===== config.mk =====
export PLATFORM = sky130hd
export DESIGN_NAME = proximity_key_controller
export DESIGN_NICKNAME = d
export VERILOG_FILES = /design/src/hw/rtl/pkc_pkg.sv /design/src/hw/rtl/proximity_key_controller.sv /design/src/hw/rtl/pkc_cfg_regs.sv /design/src/hw/rtl/pkc_core.sv /design/src/hw/rtl/pkc_out_reg.sv
export SDC_FILE = /design/constraint.sdc
export NUM_CORES = 1
export LEC_CHECK = 0
export ABC_AREA = 0
export BUFFER_PORTS_ARGS = -buffer_cell sky130_fd_sc_hd__buf_2
export CAP_MARGIN = 0
export CORE_MARGIN = 5
export CORE_UTILIZATION = 45
export CTS_CLUSTER_SIZE = 14
export DETAILED_ROUTE_END_ITERATION = 10
export HOLD_SLACK_MARGIN = 0.03
export REMOVE_ABC_BUFFERS = 1
export SYNTH_ARGS = -nofsm -noshare
export SYNTH_HDL_FRONTEND = slang
export SYNTH_HIERARCHICAL = 1
export SYNTH_SLANG_ARGS = --single-unit

===== constraint.sdc =====
create_clock -name aclk -period 4.7 [get_ports aclk]
set_input_delay 1.41 -clock aclk [delete_from_list [all_inputs] [get_ports aclk]]
set_output_delay 1.41 -clock aclk [all_outputs]
set_load 0.005 [all_outputs]

===== src/hw/rtl/pkc_pkg.sv =====
package pkc_pkg;

    // Input item kinds (s_tuser)
    typedef enum logic [2:0] {
        FUNC_TICK   = 3'd0,
        FUNC_STATUS = 3'd1,
        FUNC_RSSI   = 3'd2,
        FUNC_KEY    = 3'd3,
        FUNC_MODE   = 3'd4
    } func_t;

    // Link status codes; values 5 to 7 are stored but drive nothing
    localparam logic [2:0] ST_ADV          = 3'd0;
    localparam logic [2:0] ST_CONNECTED    = 3'd1;
    localparam logic [2:0] ST_DISCONNECTED = 3'd2;
    localparam logic [2:0] ST_PAIRING      = 3'd3;
    localparam logic [2:0] ST_UNPAIRED     = 3'd4;
    localparam logic [2:0] ST_UNKNOWN      = 3'd7;

    // Key commands
    localparam logic [2:0] KEY_KEEP   = 3'd0;
    localparam logic [2:0] KEY_POWER  = 3'd1;
    localparam logic [2:0] KEY_UNLOCK = 3'd2;

    // LED patterns
    localparam logic [2:0] LED_DISCONNECT = 3'd0;
    localparam logic [2:0] LED_CONNECTED  = 3'd1;
    localparam logic [2:0] LED_PAIRING    = 3'd2;
    localparam logic [2:0] LED_UNPAIRED   = 3'd3;
    localparam logic [2:0] LED_SLEEP      = 3'd4;
    localparam logic [2:0] LED_KEEP       = 3'd5;
    localparam logic [2:0] LED_OPEN       = 3'd6;
    localparam logic [2:0] LED_CLOSE      = 3'd7;

    // Configuration register indexes
    localparam logic [2:0] REG_THR_ZERO     = 3'd0;
    localparam logic [2:0] REG_THR_ONE      = 3'd1;
    localparam logic [2:0] REG_THR_TWO      = 3'd2;
    localparam logic [2:0] REG_KEEP_LEN     = 3'd3;
    localparam logic [2:0] REG_IDLE_LIMIT   = 3'd4;
    localparam logic [2:0] REG_INITIAL_MODE = 3'd5;

    localparam logic signed [7:0] THR_RST        = 8'sd1;
    localparam logic [15:0]       KEEP_LEN_RST   = 16'd7200;
    localparam logic [15:0]       IDLE_LIMIT_RST = 16'd500;
    localparam logic [1:0]        MODE_RST       = 2'd0;
    localparam logic [1:0]        MODE_LAST      = 2'd2;
    localparam logic [15:0]       KEEP_END_TICKS = 16'd10;

    localparam int TDATA_IN_W  = 16;
    localparam int TDATA_OUT_W = 16;

    typedef struct packed {
        func_t              func;
        logic [2:0]         event_code;
        logic signed [7:0]  rssi;
        logic               switch_on;
    } item_t;

    // Packed so that power_on lands in bit 0
    typedef struct packed {
        logic       mode_changed;
        logic [1:0] mode_now;
        logic       sleep_request;
        logic [2:0] led_code;
        logic       led_valid;
        logic       lock_on;
        logic       power_on;
    } result_t;

    typedef struct packed {
        logic signed [7:0] thr_zero;
        logic signed [7:0] thr_one;
        logic signed [7:0] thr_two;
        logic [15:0]       keep_len;
        logic [15:0]       idle_limit;
    } cfg_t;

    typedef struct packed {
        logic        valid;
        logic [2:0]  index;
        logic [15:0] data;
    } cfg_wr_t;

endpackage


===== src/hw/rtl/proximity_key_controller.sv =====
// Proximity key controller: drives the power and lock lines of a keyless
// vehicle key from radio link events.
//
// Input channel (s_): one transaction is one event. s_tuser carries the
// event kind (tick, link status, RSSI report, key command, mode button),
// s_tdata the event code, RSSI and switch argument.
// Result channel (m_): exactly one transaction per input transaction, in
// order, with the line levels, LED pattern, sleep request and mode.
// Configuration channel (cfg_): register index and data, always ready;
// write only while no event is in flight.
//
// An event passes the input register, then the state update and the result
// register. Throughput: one event per cycle while m_tready is high; the
// state logic between the two registers is a single pass per event.
// When the receiver stalls the result register holds, the input register
// fills, and s_tready drops only when both are full.
// Reset (aresetn low, synchronous) empties both stages and loads the
// configuration and state with their reset values; no clearing pass.
module proximity_key_controller
    import pkc_pkg::*;
(
    input  logic                   aclk,
    input  logic                   aresetn,
    // input events
    input  logic                   s_tvalid,
    output logic                   s_tready,
    input  logic [TDATA_IN_W-1:0]  s_tdata,   // [2:0] event_code, [10:3] rssi, [11] switch_on
    input  logic [2:0]             s_tuser,   // [2:0] func
    // results
    output logic                   m_tvalid,
    input  logic                   m_tready,
    output logic [TDATA_OUT_W-1:0] m_tdata,   // [0] power_on, [1] lock_on, [2] led_valid,
                                              // [5:3] led_code, [6] sleep_request,
                                              // [8:7] mode_now, [9] mode_changed
    // configuration writes
    input  logic                   cfg_valid,
    output logic                   cfg_ready,
    input  logic [2:0]             cfg_index,
    input  logic [15:0]            cfg_data
);

    logic    in_valid_reg, in_valid_next;
    item_t   in_item_reg;
    logic    out_space;
    logic    step;
    logic    s_fire;
    cfg_t    cfg;
    cfg_wr_t cfg_wr;
    result_t res;

    assign cfg_ready = 1'b1;

    always_comb begin
        cfg_wr.valid = cfg_valid && cfg_ready;
        cfg_wr.index = cfg_index;
        cfg_wr.data  = cfg_data;
    end

    // event leaves the input register when the result register has room
    assign step     = in_valid_reg && out_space;
    assign s_tready = !in_valid_reg || step;
    assign s_fire   = s_tvalid && s_tready;

    always_comb begin
        in_valid_next = in_valid_reg;
        if (s_fire) begin
            in_valid_next = 1'b1;
        end else if (step) begin
            in_valid_next = 1'b0;
        end
    end

    always_ff @(posedge aclk) begin
        if (!aresetn) begin
            in_valid_reg <= 1'b0;
        end else begin
            in_valid_reg <= in_valid_next;
        end
    end

    // payload only, no reset needed
    always_ff @(posedge aclk) begin
        if (s_fire) begin
            in_item_reg.func       <= func_t'(s_tuser);
            in_item_reg.event_code <= s_tdata[2:0];
            in_item_reg.rssi       <= s_tdata[10:3];
            in_item_reg.switch_on  <= s_tdata[11];
        end
    end

    pkc_cfg_regs u_cfg_regs (
        .aclk    (aclk),
        .aresetn (aresetn),
        .wr      (cfg_wr),
        .cfg     (cfg)
    );

    pkc_core u_core (
        .aclk    (aclk),
        .aresetn (aresetn),
        .cfg     (cfg),
        .wr      (cfg_wr),
        .step    (step),
        .item    (in_item_reg),
        .res     (res)
    );

    pkc_out_reg u_out_reg (
        .aclk     (aclk),
        .aresetn  (aresetn),
        .load     (step),
        .res      (res),
        .space    (out_space),
        .m_tvalid (m_tvalid),
        .m_tready (m_tready),
        .m_tdata  (m_tdata)
    );

`ifndef SYNTHESIS
    // an empty result register must never hold back the input side
    a_no_false_stall: assert property (@(posedge aclk) disable iff (!aresetn)
        (!m_tvalid) |-> s_tready)
        else $error("input stalled with empty result register");

    a_led_code_quiet: assert property (@(posedge aclk) disable iff (!aresetn)
        (m_tvalid && !m_tdata[2]) |-> (m_tdata[5:3] == LED_DISCONNECT))
        else $error("led_code set without led_valid");

    a_sleep_pattern: assert property (@(posedge aclk) disable iff (!aresetn)
        (m_tvalid && m_tdata[6]) |-> (m_tdata[2] && m_tdata[5:3] == LED_SLEEP))
        else $error("sleep request without sleep pattern");

    a_mode_range: assert property (@(posedge aclk) disable iff (!aresetn)
        m_tvalid |-> (m_tdata[8:7] != 2'd3))
        else $error("distance mode out of range");

    a_result_follows: assert property (@(posedge aclk) disable iff (!aresetn)
        step |=> m_tvalid)
        else $error("event lost between stages");
`endif

endmodule


===== src/hw/rtl/pkc_cfg_regs.sv =====
module pkc_cfg_regs
    import pkc_pkg::*;
(
    input  logic    aclk,
    input  logic    aresetn,
    input  cfg_wr_t wr,
    output cfg_t    cfg
);

    cfg_t cfg_reg;
    cfg_t cfg_next;

    always_comb begin
        cfg_next = cfg_reg;
        if (wr.valid) begin
            case (wr.index)
                REG_THR_ZERO:     cfg_next.thr_zero     = wr.data[7:0];
                REG_THR_ONE:      cfg_next.thr_one      = wr.data[7:0];
                REG_THR_TWO:      cfg_next.thr_two      = wr.data[7:0];
                REG_KEEP_LEN:     cfg_next.keep_len     = wr.data;
                REG_IDLE_LIMIT:   cfg_next.idle_limit   = wr.data;
                default:          cfg_next = cfg_reg;
            endcase
        end
    end

    always_ff @(posedge aclk) begin
        if (!aresetn) begin
            cfg_reg.thr_zero     <= THR_RST;
            cfg_reg.thr_one      <= THR_RST;
            cfg_reg.thr_two      <= THR_RST;
            cfg_reg.keep_len     <= KEEP_LEN_RST;
            cfg_reg.idle_limit   <= IDLE_LIMIT_RST;
        end else begin
            cfg_reg <= cfg_next;
        end
    end

    assign cfg = cfg_reg;

endmodule


===== src/hw/rtl/pkc_core.sv =====
module pkc_core
    import pkc_pkg::*;
(
    input  logic    aclk,
    input  logic    aresetn,
    input  cfg_t    cfg,
    input  cfg_wr_t wr,
    input  logic    step,
    input  item_t   item,
    output result_t res
);

    logic [2:0]  link_status_reg,    link_status_next;
    logic [2:0]  handled_status_reg, handled_status_next;
    logic [7:0]  last_rssi_reg,      last_rssi_next;
    logic [1:0]  distance_mode_reg,  distance_mode_next;
    logic [15:0] keep_countdown_reg, keep_countdown_next;
    logic        keep_switch_reg,    keep_switch_next;
    logic        power_flag_reg,     power_flag_next;
    logic [15:0] idle_count_reg,     idle_count_next;
    logic        power_level_reg,    power_level_next;
    logic        lock_level_reg,     lock_level_next;

    logic signed [7:0] thr_sel;
    logic              rssi_above;
    logic              led_valid;
    logic [2:0]        led_code;
    logic              sleep_req;
    logic              mode_changed;
    logic              ks_tick;

    always_comb begin
        case (distance_mode_reg)
            2'd1:    thr_sel = cfg.thr_one;
            2'd2:    thr_sel = cfg.thr_two;
            default: thr_sel = cfg.thr_zero;
        endcase
        rssi_above = thr_sel < $signed(last_rssi_reg);
    end

    always_comb begin
        link_status_next    = link_status_reg;
        handled_status_next = handled_status_reg;
        last_rssi_next      = last_rssi_reg;
        distance_mode_next  = distance_mode_reg;
        keep_countdown_next = keep_countdown_reg;
        keep_switch_next    = keep_switch_reg;
        power_flag_next     = power_flag_reg;
        idle_count_next     = idle_count_reg;
        power_level_next    = power_level_reg;
        lock_level_next     = lock_level_reg;
        led_valid           = 1'b0;
        led_code            = LED_DISCONNECT;
        sleep_req           = 1'b0;
        mode_changed        = 1'b0;
        ks_tick             = keep_switch_reg;

        if (wr.valid) begin
            // idle countdown follows a new timeout so it stays idle
            if (wr.index == REG_KEEP_LEN && keep_countdown_reg == cfg.keep_len) begin
                keep_countdown_next = wr.data;
            end
            if (wr.index == REG_INITIAL_MODE) begin
                distance_mode_next = (wr.data[1:0] == 2'd3) ? MODE_RST : wr.data[1:0];
            end
        end else if (step) begin
            case (item.func)
                FUNC_TICK: begin
                    if (power_flag_reg) begin
                        keep_countdown_next = cfg.keep_len;
                    end else begin
                        if (keep_countdown_reg <= KEEP_END_TICKS) begin
                            ks_tick = 1'b0;
                        end
                        keep_switch_next = ks_tick;
                        if (keep_countdown_reg != cfg.keep_len) begin
                            // keep-unlock running
                            if (ks_tick) begin
                                keep_countdown_next = keep_countdown_reg - 16'd1;
                            end else begin
                                keep_countdown_next = cfg.keep_len;
                                handled_status_next = ST_UNKNOWN;
                            end
                        end else begin
                            if (link_status_reg != handled_status_reg) begin
                                case (link_status_reg)
                                    ST_ADV: begin
                                        led_valid        = 1'b1;
                                        led_code         = LED_DISCONNECT;
                                        power_level_next = 1'b0;
                                        lock_level_next  = 1'b0;
                                    end
                                    ST_CONNECTED: begin
                                        if (rssi_above) begin
                                            led_valid        = 1'b1;
                                            led_code         = LED_CONNECTED;
                                            power_level_next = 1'b1;
                                            lock_level_next  = 1'b1;
                                        end
                                    end
                                    ST_DISCONNECTED: begin
                                        power_level_next = 1'b0;
                                        lock_level_next  = 1'b0;
                                    end
                                    ST_PAIRING: begin
                                        led_valid = 1'b1;
                                        led_code  = LED_PAIRING;
                                    end
                                    ST_UNPAIRED: begin
                                        led_valid = 1'b1;
                                        led_code  = LED_UNPAIRED;
                                    end
                                    default: ;
                                endcase
                                handled_status_next = link_status_reg;
                            end
                            if (link_status_reg == ST_ADV) begin
                                if (idle_count_reg == cfg.idle_limit) begin
                                    led_valid       = 1'b1;
                                    led_code        = LED_SLEEP;
                                    sleep_req       = 1'b1;
                                    idle_count_next = '0;
                                end else begin
                                    idle_count_next = idle_count_reg + 16'd1;
                                end
                            end else if (link_status_reg == ST_CONNECTED ||
                                         link_status_reg == ST_DISCONNECTED) begin
                                idle_count_next = '0;
                            end
                        end
                    end
                end
                FUNC_STATUS: link_status_next = item.event_code;
                FUNC_RSSI:   last_rssi_next   = item.rssi;
                FUNC_KEY: begin
                    case (item.event_code)
                        KEY_KEEP: begin
                            if (item.switch_on && !power_flag_reg) begin
                                keep_switch_next    = 1'b1;
                                led_valid           = 1'b1;
                                led_code            = LED_KEEP;
                                keep_countdown_next = cfg.keep_len - 16'd1;
                            end else begin
                                keep_switch_next = 1'b0;
                            end
                        end
                        KEY_POWER: begin
                            power_level_next = item.switch_on;
                            lock_level_next  = item.switch_on;
                            power_flag_next  = item.switch_on;
                            led_valid        = 1'b1;
                            led_code         = item.switch_on ? LED_OPEN : LED_CLOSE;
                        end
                        KEY_UNLOCK: lock_level_next = 1'b1;
                        default: ;
                    endcase
                end
                FUNC_MODE: begin
                    distance_mode_next = (distance_mode_reg >= MODE_LAST) ? 2'd0
                                                                         : distance_mode_reg + 2'd1;
                    mode_changed = 1'b1;
                end
                default: ;
            endcase
        end
    end

    always_ff @(posedge aclk) begin
        if (!aresetn) begin
            link_status_reg    <= ST_UNKNOWN;
            handled_status_reg <= ST_UNKNOWN;
            last_rssi_reg      <= '0;
            distance_mode_reg  <= MODE_RST;
            keep_countdown_reg <= KEEP_LEN_RST;
            keep_switch_reg    <= 1'b0;
            power_flag_reg     <= 1'b0;
            idle_count_reg     <= '0;
            power_level_reg    <= 1'b0;
            lock_level_reg     <= 1'b0;
        end else begin
            link_status_reg    <= link_status_next;
            handled_status_reg <= handled_status_next;
            last_rssi_reg      <= last_rssi_next;
            distance_mode_reg  <= distance_mode_next;
            keep_countdown_reg <= keep_countdown_next;
            keep_switch_reg    <= keep_switch_next;
            power_flag_reg     <= power_flag_next;
            idle_count_reg     <= idle_count_next;
            power_level_reg    <= power_level_next;
            lock_level_reg     <= lock_level_next;
        end
    end

    always_comb begin
        res.power_on      = power_level_next;
        res.lock_on       = lock_level_next;
        res.led_valid     = led_valid;
        res.led_code      = led_code;
        res.sleep_request = sleep_req;
        res.mode_now      = distance_mode_next;
        res.mode_changed  = mode_changed;
    end

endmodule


===== src/hw/rtl/pkc_out_reg.sv =====
module pkc_out_reg
    import pkc_pkg::*;
(
    input  logic                   aclk,
    input  logic                   aresetn,
    input  logic                   load,
    input  result_t                res,
    output logic                   space,
    output logic                   m_tvalid,
    input  logic                   m_tready,
    output logic [TDATA_OUT_W-1:0] m_tdata
);

    logic    valid_reg, valid_next;
    result_t res_reg;

    assign space = !valid_reg || m_tready;

    always_comb begin
        valid_next = valid_reg;
        if (load) begin
            valid_next = 1'b1;
        end else if (m_tready) begin
            valid_next = 1'b0;
        end
    end

    always_ff @(posedge aclk) begin
        if (!aresetn) begin
            valid_reg <= 1'b0;
        end else begin
            valid_reg <= valid_next;
        end
    end

    always_ff @(posedge aclk) begin
        if (load) begin
            res_reg <= res;
        end
    end

    assign m_tvalid = valid_reg;
    assign m_tdata  = {{(TDATA_OUT_W - $bits(result_t)){1'b0}}, res_reg};

endmodule

==> results of run 1 <==
-- final cells by class --
cell class	count	area (um^2)
inverter	26	97.6
multi-input combinational	619	4150
antenna	2	5.00
fill	1533	8120
timing repair buffer	60	328
clock buffer	20	489
sequential	135	2950
clock inverter	12	105
tap	220	275
-- Yosys cell counts (8+ instances only) --
cell,instances
inv_1,25
buf_4,16
buf_2,8
nor4_1,26
a22oi_1,10
nor3_1,30
nor2b_1,28
nor2_1,43
nand3_1,26
mux2i_1,68
o22ai_1,9
nand2_1,104
xnor2_1,12
ha_1,15
o21ai_0,19
xor2_1,37
o21a_1,9
dfxtp_1,110
edfxtp_1,25
a21oi_1,30
and3_1,9
clkbuf_1,37
-- tightest hold or removal path: cells and delay by family, from the launching register on --
| kind | cells | cell delay, ps |
|---|---|---|
| flip-flops | 1 | 310 |
| multiplexers | 1 | 50 |
| AND/OR/NAND/NOR | 1 | 50 |
-- final timing paths --
path | start | endpoint | slack (ps) | depth (start not counted)
max | m_tready | u_core/keep_countdown_reg[12] | 1280 | 10
min | u_cfg_regs/cfg[37] | u_cfg_regs/cfg[37] | 460 | 2
max reg2reg | u_core/keep_countdown_reg[9] | u_core/keep_countdown_reg[12] | 1520 | 6
min reg2reg | u_cfg_regs/cfg[37] | u_cfg_regs/cfg[37] | 460 | 2
-- per-stage QoR --
step	cells	cell area, um^2	utilization	setup slack, ps
2_1_floorplan	780	7190	-	1220
3_3_place_gp	1060	7810	0.472	995
3_5_place_dp	1060	7810	0.472	883
4_1_cts	1092	8400	0.508	1330
5_1_grt	1094	8410	0.509	1120
6_report	1094	8410	0.509	1280
-- cell families (layout without fill, tap and decap cells) --
| logic type | Yosys count | in the layout |
|---|---|---|
| and+or+nand+nor | 331 | 331 |
| AOI/OAI and AO/OA | 147 | 147 |
| DFF | 135 | 135 |
| buffers and inverters | 96 | 118 |
| muxes | 70 | 70 |
| xor gates and xnor gates | 49 | 49 |
| adders and majority gates | 15 | 15 |
| other | 2 | 9 |
-- per-layer routing --
| metal | track usage | wire length [um] | vias up |
|---|---|---|---|
| met1 | 0.260 | 8930 | 3038 |
| met4 | 0.0648 | 320 | 0 |
| li1 | - | - | 3056 |
| met2 | 0.330 | 9440 | 156 |
| met5 | 0 | 0 | - |
| met3 | 0.0360 | 786 | 24 |
-- power groups by stage --
stage	clock network (uW)	logic (uW)	registers, uW
global route	1390	276	1240
finish	1320	251	1240
global placement	0	242	1260
CTS	1340	249	1240
detailed placement	0	247	1260
floorplan	0	152	1260
==> metrics.yaml, run 1 <==
routing:
  num_vias: 6274
  wl_per_cell_um: 17.8
  drt.antenna.violating_nets: 0
  routed_wl_um: 19500
  drt_first_pass_iters: 5
  drt-initial-drc-count: 479
  drc: 0
  viasPerCell: 5.73
cts:
  ctsHoldBuffers: 0
  clk_pin_slew_ps: 60
  htreeDepth: 4
  clock_path_buffers: 2
  root_buffer: "clkbuf_16"
  cts_buffers: 17
  worst_skew_pair.late_latency_ps: 420
  cts_resized: 0
  cts_sinks: 135
  postCtsSetupBuffers: 0
  cts_tree: "yes"
yosys:
  synth_mux_area_frac: 0.0930
  yosysSeqAreaShare: 0.391
  synthAdderAreaFrac: 0.0248
  yosys.area_share.xor_xnor: 0.0568
  syn_area_um2: 7560
  synth_top_area_share: 0.291
  yosys.area_share.simple: 0.231
  ys.flop_type: "dfxtp_1"
  ys_ff_latch: 135
  synth_compound_area_frac: 0.138
  yosysTopAreaCell: "dfxtp_1"
  synth.area.top_cells: "dfxtp_1 29%, edfxtp_1 9.9%, mux2i_1 9.0%"
  synth_top_family_by_area: "simple AND/OR/NAND/NOR gates"
  yosysWarningCount: 6
  syn_inst: 845
  avgSynthCellArea_um2: 8.95
  synthArstFlopShare: 0
  synth.distinct_cells: 82
  synth_edf_count: 25
timing:
  fin_crit_ps: 3420
  slew_violations: 0
  worst_slew_pin_slew_ps: 854
  setup_viol: 0
  final.setup.tns_ps: 0
  relSlewSlack: 0.426
  hold_viol: 0
  holdWs_ps: 458
  fmax_mhz: 292
  rsz0062_at_grt: "false"
  fin_skew_ps: 6.58
  period_share: 0.728
global_route:
  grt_pass1_wl_um: 31600
  grt_pass1_vias: 6204
  grtUsageTotal: 0.198
  grt_max_degree: 44
  grt-ovfl-total: 0
  grt_antenna_before_repair: 2
worst_setup_path:
  cp.arrival_ps: 3680
  cp_slowest_cell: "nand2_1"
  start_kind: "input port"
  worst-path-max-fanout: 15
  cpMostUsedCell: "nand2_1"
  path_cells: "buf_2 > nand2b_4 > and2_2 > nor3b_1 > buf_4 > nand2_1 > nor2_1 > o21ai_0 > nand2_1 > a41oi_1"
  critPathKind: "in2reg"
  crit_family: "simple AND/OR/NAND/NOR gates"
  crit_buf_inv: 2
  max_stage_delay_ps: 550
  required_ps: 4960
  crit_path_end_kind: "flop"
layout:
  nets: 917
  area_growth_pct: 11.2
  drive_above_1_share: 0.135
  largest_reg_flops: 56
  layout_commonest_cell: "dfxtp_1"
  layout_common_cells: "110 x dfxtp_1, 104 x nand2_1, 68 x mux2i_1, 49 x buf_2, 43 x nor2_1"
power:
  p_seq_frac: 0.441
  intPower_uw: 2070
  power_frac_comb: 0.089
  power_switching_uw: 737
  finalPower_uw: 2810
  clkPwrFrac: 0.469
  switching_share: 0.262
  p_leak_uw: 0.00325
  power_density_nw_per_um2: 334
  vdd_drop_max_mv: 0.245
floorplanning:
  core_area_um2: 16500
  die_x_um: 140
  die_y_um: 140
  num_rows: 47
  io-pin-count: 62
  start_util: 0.458
  die-area_um2: 19500
worst_hold_path:
  hp-class: "reg2reg"
run_status:
  status: "finished clean"
placed_design:
  dp_hpwl_um: 13600
  io_buffers: 50
  gp_routability_congestion: 0.891
flow_run:
  maxCapViolations: 0
Power figures use the tool's default switching activity.
==> inputs of run 2 (changes only) <==
==> constraint.sdc (replaced) <==
create_clock -name aclk -period 3.2 [get_ports aclk]
set_input_delay 0.96 -clock aclk [delete_from_list [all_inputs] [get_ports aclk]]
set_output_delay 0.96 -clock aclk [all_outputs]
set_load 0.005 [all_outputs]
==> run 2 against run 1 <==
Sequential share of layout area shrank 0.68 points. Setup slack lost 920 ps. Critical path type is now reg2reg. Sequential power grew 47%. Wire length grew 1.5%. Worst hold slack gained 1.1 ps. Largest cell class unchanged.
==> metrics.yaml, run 2 (synthesis results as in run 1) <==
routing:
  viasPerCell: 5.78  # +0.76%
  drt_first_pass_iters: 5  # unchanged
  drt.antenna.violating_nets: 0  # unchanged
  drt-initial-drc-count: 562  # +17%
  routed_wl_um: 19800  # +1.5%
  num_vias: 6426  # +2.4%
  wl_per_cell_um: 17.8  # -0.14%
  drc: 0  # unchanged
worst_setup_path:
  start_kind: "flop"
  cp.arrival_ps: 3100  # -580 ps
  crit_path_end_kind: "flop"
  ff2ff_path_depth: 6  # unchanged
  worst-path-max-fanout: 15  # unchanged
  critPathKind: "reg2reg"
  r2r_slack_ps: 360  # -1160 ps
  r2r_end: "u_core/keep_countdown_reg[12]"
  required_ps: 3460  # -1500 ps
  reg2reg_from: "u_core/keep_countdown_reg[4]"
timing:
  rsz0062_at_grt: "false"
  fin_skew_ps: 6.96  # +0.378 ps
  fin_crit_ps: 2840
  final.setup.tns_ps: 0  # unchanged
  hold_viol: 0  # unchanged
  worst_slew_pin_slew_ps: 845  # -9.06 ps
  relSlewSlack: 0.436  # +0.00980
  fmax_mhz: 352
  slew_violations: 0  # unchanged
  period_share: 0.888
  setup_viol: 0  # unchanged
power:
  p_leak_uw: 0.00335  # +3.2%
  vdd_drop_max_mv: 0.360  # +47%
  power_density_nw_per_um2: 494  # +48%
cts:
  cts_tree: "yes"
  clock_path_buffers: 2  # unchanged
  cts_resized: 0  # unchanged
  clk_pin_slew_ps: 60  # about the same
  htreeDepth: 4  # unchanged
  ctsHoldBuffers: 0  # unchanged
  root_buffer: "clkbuf_16"
  cts_sinks: 135  # unchanged
  worst_skew_pair.late_latency_ps: 420  # about the same
  postCtsSetupBuffers: 0  # unchanged
  cts_buffers: 17  # unchanged
worst_hold_path:
  worstHoldEndpoint: "u_cfg_regs/cfg[38]"
  min_path_cells: 2  # unchanged
  hp-class: "reg2reg"
  min_from: "u_cfg_regs/cfg[38]"
global_route:
  grt_pass1_wl_um: 31900  # +0.98%
  use_met3: 0.0343  # -0.00172
  busiest_layer: "met2"
  grt_max_degree: 117  # +170%
  grtUsageMet2: 0.327  # -0.00331
  grt_antenna_before_repair: 2  # unchanged
  grtUsageMet1: 0.265  # +0.00450
  grtUsageTotal: 0.200  # +0.00187
  grt-ovfl-total: 0  # unchanged
  grt_pass1_vias: 6220  # +0.26%
floorplanning:
  core_area_um2: 16500  # unchanged
  start_util: 0.458  # unchanged
  io-pin-count: 62  # unchanged
  die_y_um: 140  # unchanged
  die_x_um: 140  # unchanged
  num_rows: 47  # unchanged
  die-area_um2: 19500  # unchanged
run_status:
  status: "finished clean"
layout:
  largest_reg_flops: 56  # unchanged
  layout_commonest_cell: "dfxtp_1"
  layout_common_cells: "110 x dfxtp_1, 104 x nand2_1, 68 x mux2i_1, 49 x buf_2, 43 x nor2_1"
  stdcell_count: 1112  # +1.6%
  fillers: 1557  # +1.6%
  nets: 935  # +2.0%
  drive_above_1_share: 0.153  # +0.0175
  area_growth_pct: 13.4
placed_design:
  dp_hpwl_um: 13900  # +1.7%
  place_inst: 1078  # +1.7%
  gp_routability_congestion: 0.897  # +0.76%
  io_buffers: 50  # unchanged
flow_run:
  maxCapViolations: 0  # unchanged
==> run 2: how the worst max path moves through the flow <==
stage	start	end	slack (ps)	cells after the start
final	u_core/keep_countdown_reg[4]	u_core/keep_countdown_reg[12]	360	6
after global placement	m_tready	u_out_reg/m_tdata[0]	290	10
after global routing	u_core/keep_countdown_reg[4]	u_core/keep_countdown_reg[5]	190	7
after CTS	u_core/keep_countdown_reg[4]	u_core/keep_countdown_reg[4]	360	7
after floorplan	m_tready	u_core/keep_countdown_reg[0]	170	8
after detailed placement	m_tready	u_out_reg/m_tdata[0]	240	10
==> run 2: where the power goes <==
group,switching [uW],internal [uW],leakage [uW]
Combinational,233,155,0.00192
Sequential,43.5,1780,0.00113
Clock,840,1190,0.000303
Total,1120,3120,0.00335
==> run 2: cell type report <==
cell class,count,area [um^2],share of cell area
clock inverter,15,188,0.0219
antenna,2,5.00,0.000584
sequential,135,2950,0.344
inverter,26,97.6,0.0114
timing repair buffer,78,475,0.0555
tap,220,275,0.0321
multi-input combinational,619,4150,0.485
clock buffer,17,425,0.0496
==> run 2: routing by layer <==
| metal | vias up | wire length [um] |
|---|---|---|
| li1 | 3092 | - |
| met1 | 3095 | 9000 |
| met2 | 201 | 9470 |
| met3 | 38 | 828 |
| met4 | 0 | 469 |
| met5 | - | 0 |
==> run 2: per-stage QoR <==
| stage | hold slack (ps) | power, uW | instance area [um^2] | utilization | setup WS [ps] |
|---|---|---|---|---|---|
| 2_1_floorplan | 435 | 2070 | 7190 | - | 169 |
| 3_3_place_gp | 444 | 2230 | 7960 | 0.481 | 291 |
| 4_1_cts | 459 | 4270 | 8570 | 0.519 | 358 |
| 5_1_grt | 473 | 4400 | 8570 | 0.519 | 193 |
| 6_report | 459 | 4230 | 8570 | 0.519 | 358 |
| 3_5_place_dp | 447 | 2240 | 7960 | 0.481 | 236 |
==> run 2: critical path, cell delays in order (launching register included) <==
cell     delay [ps]
dfxtp_1         380
or4_4           630
or4b_1          560
o21a_1          400
or3_2           530
nand3_1          80
a41oi_1         110
